**src/hdl/e2q_pkg.sv**
```systemverilog
`timescale 1ns / 1ps
// ----------------------------------------------------------------------------
// e2q_pkg
// Shared constants and the CORDIC arctangent table.
// ----------------------------------------------------------------------------
package e2q_pkg;

  localparam int CORDIC_STEPS_DEF = 16;
  localparam int ATAN_ENTRIES     = 24;
  localparam int ZW               = 34;   // CORDIC datapath width, Q30
  localparam int TW               = 18;   // cos/sin width, Q16

  localparam logic signed [ZW-1:0] HALF_PI_Q30 = 34'sd1686629712;
  localparam logic signed [ZW-1:0] PI_Q30      = 34'sd3373259424;
  localparam logic signed [ZW-1:0] GAIN_Q30    = 34'sd652032874;

  localparam logic [1:0] ORDER_123 = 2'd0;
  localparam logic [1:0] ORDER_321 = 2'd1;

  localparam logic [31:0] ATAN_TAB [0:ATAN_ENTRIES-1] = '{
    32'h3243F6A8, 32'h1DAC6705, 32'h0FADBAFC, 32'h07F56EA6, 32'h03FEAB76, 32'h01FFD55B,
    32'h00FFFAAA, 32'h007FFF55, 32'h003FFFEA, 32'h001FFFFD, 32'h000FFFFF, 32'h0007FFFF,
    32'h0003FFFF, 32'h0001FFFF, 32'h0000FFFF, 32'h00007FFF, 32'h00003FFF, 32'h00001FFF,
    32'h00000FFF, 32'h000007FF, 32'h000003FF, 32'h000001FF, 32'h000000FF, 32'h0000007F
  };

  function automatic logic signed [ZW-1:0] atan_q30(input logic [4:0] idx);
    return $signed({2'b00, ATAN_TAB[idx]});
  endfunction

endpackage

```
**src/hdl/e2q_cordic.sv**
```systemverilog
`timescale 1ns / 1ps
// ----------------------------------------------------------------------------
// e2q_cordic
// Pipelined rotation-mode CORDIC: cosine and sine of half a Q2.13 angle.
// ----------------------------------------------------------------------------
module e2q_cordic #(
  parameter int CORDIC_STEPS = e2q_pkg::CORDIC_STEPS_DEF
) (
  input  logic                             clk,
  input  logic [CORDIC_STEPS+1:0]          en,      // per-stage advance
  input  logic signed [15:0]               angle,
  output logic signed [e2q_pkg::TW-1:0]    cos_o,
  output logic signed [e2q_pkg::TW-1:0]    sin_o
);

  localparam int ZW = e2q_pkg::ZW;

  logic signed [ZW-1:0] x_r [0:CORDIC_STEPS];
  logic signed [ZW-1:0] y_r [0:CORDIC_STEPS];
  logic signed [ZW-1:0] z_r [0:CORDIC_STEPS];
  logic                 neg_r [0:CORDIC_STEPS];

  logic signed [ZW-1:0] z_in;
  logic signed [ZW-1:0] z_fold_nxt;
  logic                 neg_nxt;

  // half angle in Q30 is the Q2.13 input times 2^16
  assign z_in = {{(ZW-32){angle[15]}}, angle, 16'h0000};

  always_comb begin
    z_fold_nxt = z_in;
    neg_nxt    = 1'b0;
    if (z_in > e2q_pkg::HALF_PI_Q30) begin
      z_fold_nxt = z_in - e2q_pkg::PI_Q30;
      neg_nxt    = 1'b1;
    end else if (z_in < -e2q_pkg::HALF_PI_Q30) begin
      z_fold_nxt = z_in + e2q_pkg::PI_Q30;
      neg_nxt    = 1'b1;
    end
  end

  always_ff @(posedge clk) begin
    if (en[0]) begin
      x_r[0]   <= e2q_pkg::GAIN_Q30;
      y_r[0]   <= '0;
      z_r[0]   <= z_fold_nxt;
      neg_r[0] <= neg_nxt;
    end
  end

  for (genvar i = 0; i < CORDIC_STEPS; i++) begin : g_iter
    logic signed [ZW-1:0] xs, ys, at;
    assign xs = x_r[i] >>> i;
    assign ys = y_r[i] >>> i;
    assign at = e2q_pkg::atan_q30(5'(i));

    always_ff @(posedge clk) begin
      if (en[i+1]) begin
        if (!z_r[i][ZW-1]) begin
          x_r[i+1] <= x_r[i] - ys;
          y_r[i+1] <= y_r[i] + xs;
          z_r[i+1] <= z_r[i] - at;
        end else begin
          x_r[i+1] <= x_r[i] + ys;
          y_r[i+1] <= y_r[i] - xs;
          z_r[i+1] <= z_r[i] + at;
        end
        neg_r[i+1] <= neg_r[i];
      end
    end
  end

  // Q30 -> Q16, round half up, then undo the fold
  logic signed [ZW-1:0] xq, yq;
  logic signed [e2q_pkg::TW-1:0] xc, yc;
  assign xq = (x_r[CORDIC_STEPS] + ZW'(8192)) >>> 14;
  assign yq = (y_r[CORDIC_STEPS] + ZW'(8192)) >>> 14;
  assign xc = xq[e2q_pkg::TW-1:0];
  assign yc = yq[e2q_pkg::TW-1:0];

  always_ff @(posedge clk) begin
    if (en[CORDIC_STEPS+1]) begin
      cos_o <= neg_r[CORDIC_STEPS] ? -xc : xc;
      sin_o <= neg_r[CORDIC_STEPS] ? -yc : yc;
    end
  end

endmodule

```
**config.mk**
```make
export PLATFORM = sky130hd
export DESIGN_NAME = e2q_cordic
export DESIGN_NICKNAME = d
export VERILOG_FILES = /design/src/hdl/e2q_pkg.sv /design/src/hdl/e2q_cordic.sv
export SDC_FILE = /design/constraint.sdc
export NUM_CORES = 2
export LEC_CHECK = 0
export BUFFER_PORTS_ARGS = -buffer_cell sky130_fd_sc_hd__buf_2
export CELL_PAD_IN_SITES_DETAIL_PLACEMENT = 0
export CELL_PAD_IN_SITES_GLOBAL_PLACEMENT = 2
export CORE_UTILIZATION = 43
export CTS_CLUSTER_SIZE = 10
export DETAILED_ROUTE_END_ITERATION = 8
export GPL_TIMING_DRIVEN = 0
export PLACE_DENSITY = 0.8
export RECOVER_POWER = 100
export SYNTH_ARGS = -nofsm -noshare
export SYNTH_HDL_FRONTEND = slang
export SYNTH_SLANG_ARGS = --single-unit
```
**constraint.sdc**
```tcl
create_clock -name clk -period 5.91 [get_ports clk]
set_input_delay 0.2955 -clock clk [delete_from_list [all_inputs] [get_ports clk]]
set_output_delay 0.2955 -clock clk [all_outputs]
set_load 0.005 [all_outputs]
```
==> results by group <==
Run status
  • Run status: finished with violations
  • Failing checks: capacitance limit, slew limit

Yosys
  • Synth area leader: edfxtp_1
  • Post-synth cell types: 102
  • Yosys warns: 0
  • Syn Inst Count: 13100
  • Synth cell count leaders: edfxtp_1, ha_1, a21oi_1
  • Top-count cell post-synth: edfxtp_1
  • EDFF count, synth: 1495
  • Register area share after synthesis: 0.357
  • Post-synth ARST share: 0
  • Synth top area cells: edfxtp_1, ha_1, xnor2_1
  • Average size of a mapped cell: 9.62 sq um
  • Synth Flop Type: edfxtp_1
  • Mapped Area: 126000 sq um
  • #FFs+latches synth: 1495
  • Synth top area share: 0.357
  • Synth Net Count: 14600

STA
  • Final slew viol count: 1479
  • Rel. slew slack: -1.69
  • Final setup viols: 0
  • Tmin final: 5720 ps
  • Clk_skew: 48.4 ps
  • Hold Vio Cnt, Final: 0
  • Fmax: 0.175 GHz
  • Final period util: 0.968
  • Least-Margin Pin Slew: 4040 ps
  • Hold slack final: 300 ps
  • RSZ-0062 raised after global routing: no

Detailed routing
  • Post-route DRC: 0
  • Final ANT Viol Nets: 0
  • Mean routed wirelength per cell: 20.8 microns
  • Avg Vias per Cell: 5.70
  • Vias: 99400
  • Number of DRC markers in iteration 0: 6950
  • WL final: 363000 microns
  • Drt pass-1 iters: 6

Final layout
  • Fillers: 27400
  • Layout area overhead: 9.34%
  • Design area: 138000 sq um
  • Layout cells sized above 1: 0.0378
  • Final #Nets: 14900

Setup path
  • CP Data Arrival Time: 6330 ps
  • Crit end category: register
  • Worst Path Required: 6520 ps
  • Setup CP Type: reg2reg
  • Worst-path fanout max: 5
  • Crit path launch: y_r[12][17]
  • Startpoint Class: register
  • Reg-to-reg startpoint: y_r[12][17]

Clocking
  • H-Tree Depth: 4
  • Clock transition at the registers of the reported paths: 60 ps
  • CTS tree: done
  • CTS max path bufs: 4
  • CTS Root Cell: clkbuf_16
  • Worst skew pair latency: 890 ps
  • Total clock buffers created by CTS: 195
  • Clk sinks: 1495

Die
  • Die area: 295000 sq um
  • Die height: 543 microns
  • Rows: 198
  • Core area: 291000 sq um
  • Initial Util: 0.433
  • Die Width: 543 microns
  • # IOs: 71

Global route
  • Vias in the first global route: 96900
  • Initial antenna violation count: 13
  • Most crowded layer after global routing: met2
  • Grt met2 use: 0.412
  • Largest net degree at the start of global routing: 71
  • Gr usage total: 0.240
  • Grt ovf: 0
  • GR Layer Usage met1: 0.319
  • First-pass GRT wire length: 559000 microns
  • Met3 usage: 0.0255

Hold path
  • Hold Path Class: in2reg
  • Min-delay src: en[7]

Placement
  • Routability cong.: 0.928
  • Final HPWL DP: 293000 microns
  • Placed cell areas: 132000 sq um
  • PortBufs: 65

Job
  • Max-cap violation count: 29
[critical path: stages (launching register included)]
cell and delay, ps:
edfxtp_1 450, or3_1 420, or2_1 250, or3_1 340, or3_1 350, or3_1 350
or2_2 340, nor3_4 230, nor2_1 120, xor2_2 350, ha_1 350, a21o_1 180
a21o_1 210, a21o_1 190, a21oi_1 140, o21ai_0 200, a211oi_1 280, o21ai_0 230
a21o_1 230, a21oi_1 170, xnor2_1 80
[flip-flops by register name, indices dropped and copies added, names as in the netlist]
register and cells:
y_r 496, z_r 478, x_r 469, cos_o 18, sin_o 18, neg_r 16
[layout by cell type, fill, tap and decap left out, types with 200 or more instances in the layout]
cell type	n
a21oi_1	1331
nor3_1	326
nand2_1	766
o21ai_0	739
nor2_1	993
nand2b_1	243
ha_1	1425
nand3_1	236
a21o_1	619
inv_1	498
xnor2_1	1254
clkbuf_16	200
clkbuf_1	253
xor2_1	652
edfxtp_1	1495
[through the flow]
| step | setup TNS, ps | worst slack (ps) | std cells | util |
|---|---|---|---|---|
| 2_1_floorplan | 0 | 971 | 13100 | - |
| 3_3_place_gp | -131930 | -1730 | 17000 | 0.450 |
| 3_5_place_dp | -14250 | -690 | 17100 | 0.452 |
| 4_1_cts | 0 | 13.9 | 17400 | 0.474 |
| 5_1_grt | 0 | 7.84 | 17400 | 0.473 |
| 6_report | 0 | 189 | 17400 | 0.473 |
[area by class of cell]
class	instances	area [sq um]	share of cell area
clock buffer	231	5120	0.0372
sequential	1495	44900	0.326
timing repair buffer	134	857	0.00623
tap	3900	4880	0.0354
antenna	7	17.5	0.000127
buffer	204	846	0.00614
inverter	508	1920	0.0140
multi-input combinational	10900	78400	0.569
clock inverter	76	733	0.00533
[cell families after synthesis]
group / share of synthesized area
and+or+nand+nor: 0.132
muxes: 0.00880
adders and majority gates: 0.148
AOI/OAI and AO/OA: 0.201
DFF: 0.357
buffers and inverters: 0.0214
xor gates and xnor gates: 0.133
[repair_timing]
item | 4_1_cts | 5_1_grt
hold buffers | 40 | 0
hold endpoints to repair | 89 | 0
buffers inserted | 0 | 11
setup endpoints to repair | 55 | 66
pin swaps | 0 | 3
gates resized for setup | 26 | 50
cloned | 0 | 0
[metal layers]
layer  share of wire  up-vias
met1            0.46    47500
met2            0.47     2104
met3           0.046      454
li1                -    49300
met5               0        -
met4           0.028        0
[path summary, 6_finish.rpt]
kind            endpoint  slack, ps  cells past startpoint
max reg2reg  x_r[13][30]        190                     20
min          neg_r[0][7]        300                      2
min reg2reg  neg_r[0][2]        420                      0
max          x_r[13][30]        190                     20
Power is left out: the tool's default activity adds up to more than one toggle a clock period on the data nets, which glitch-free logic cannot reach.
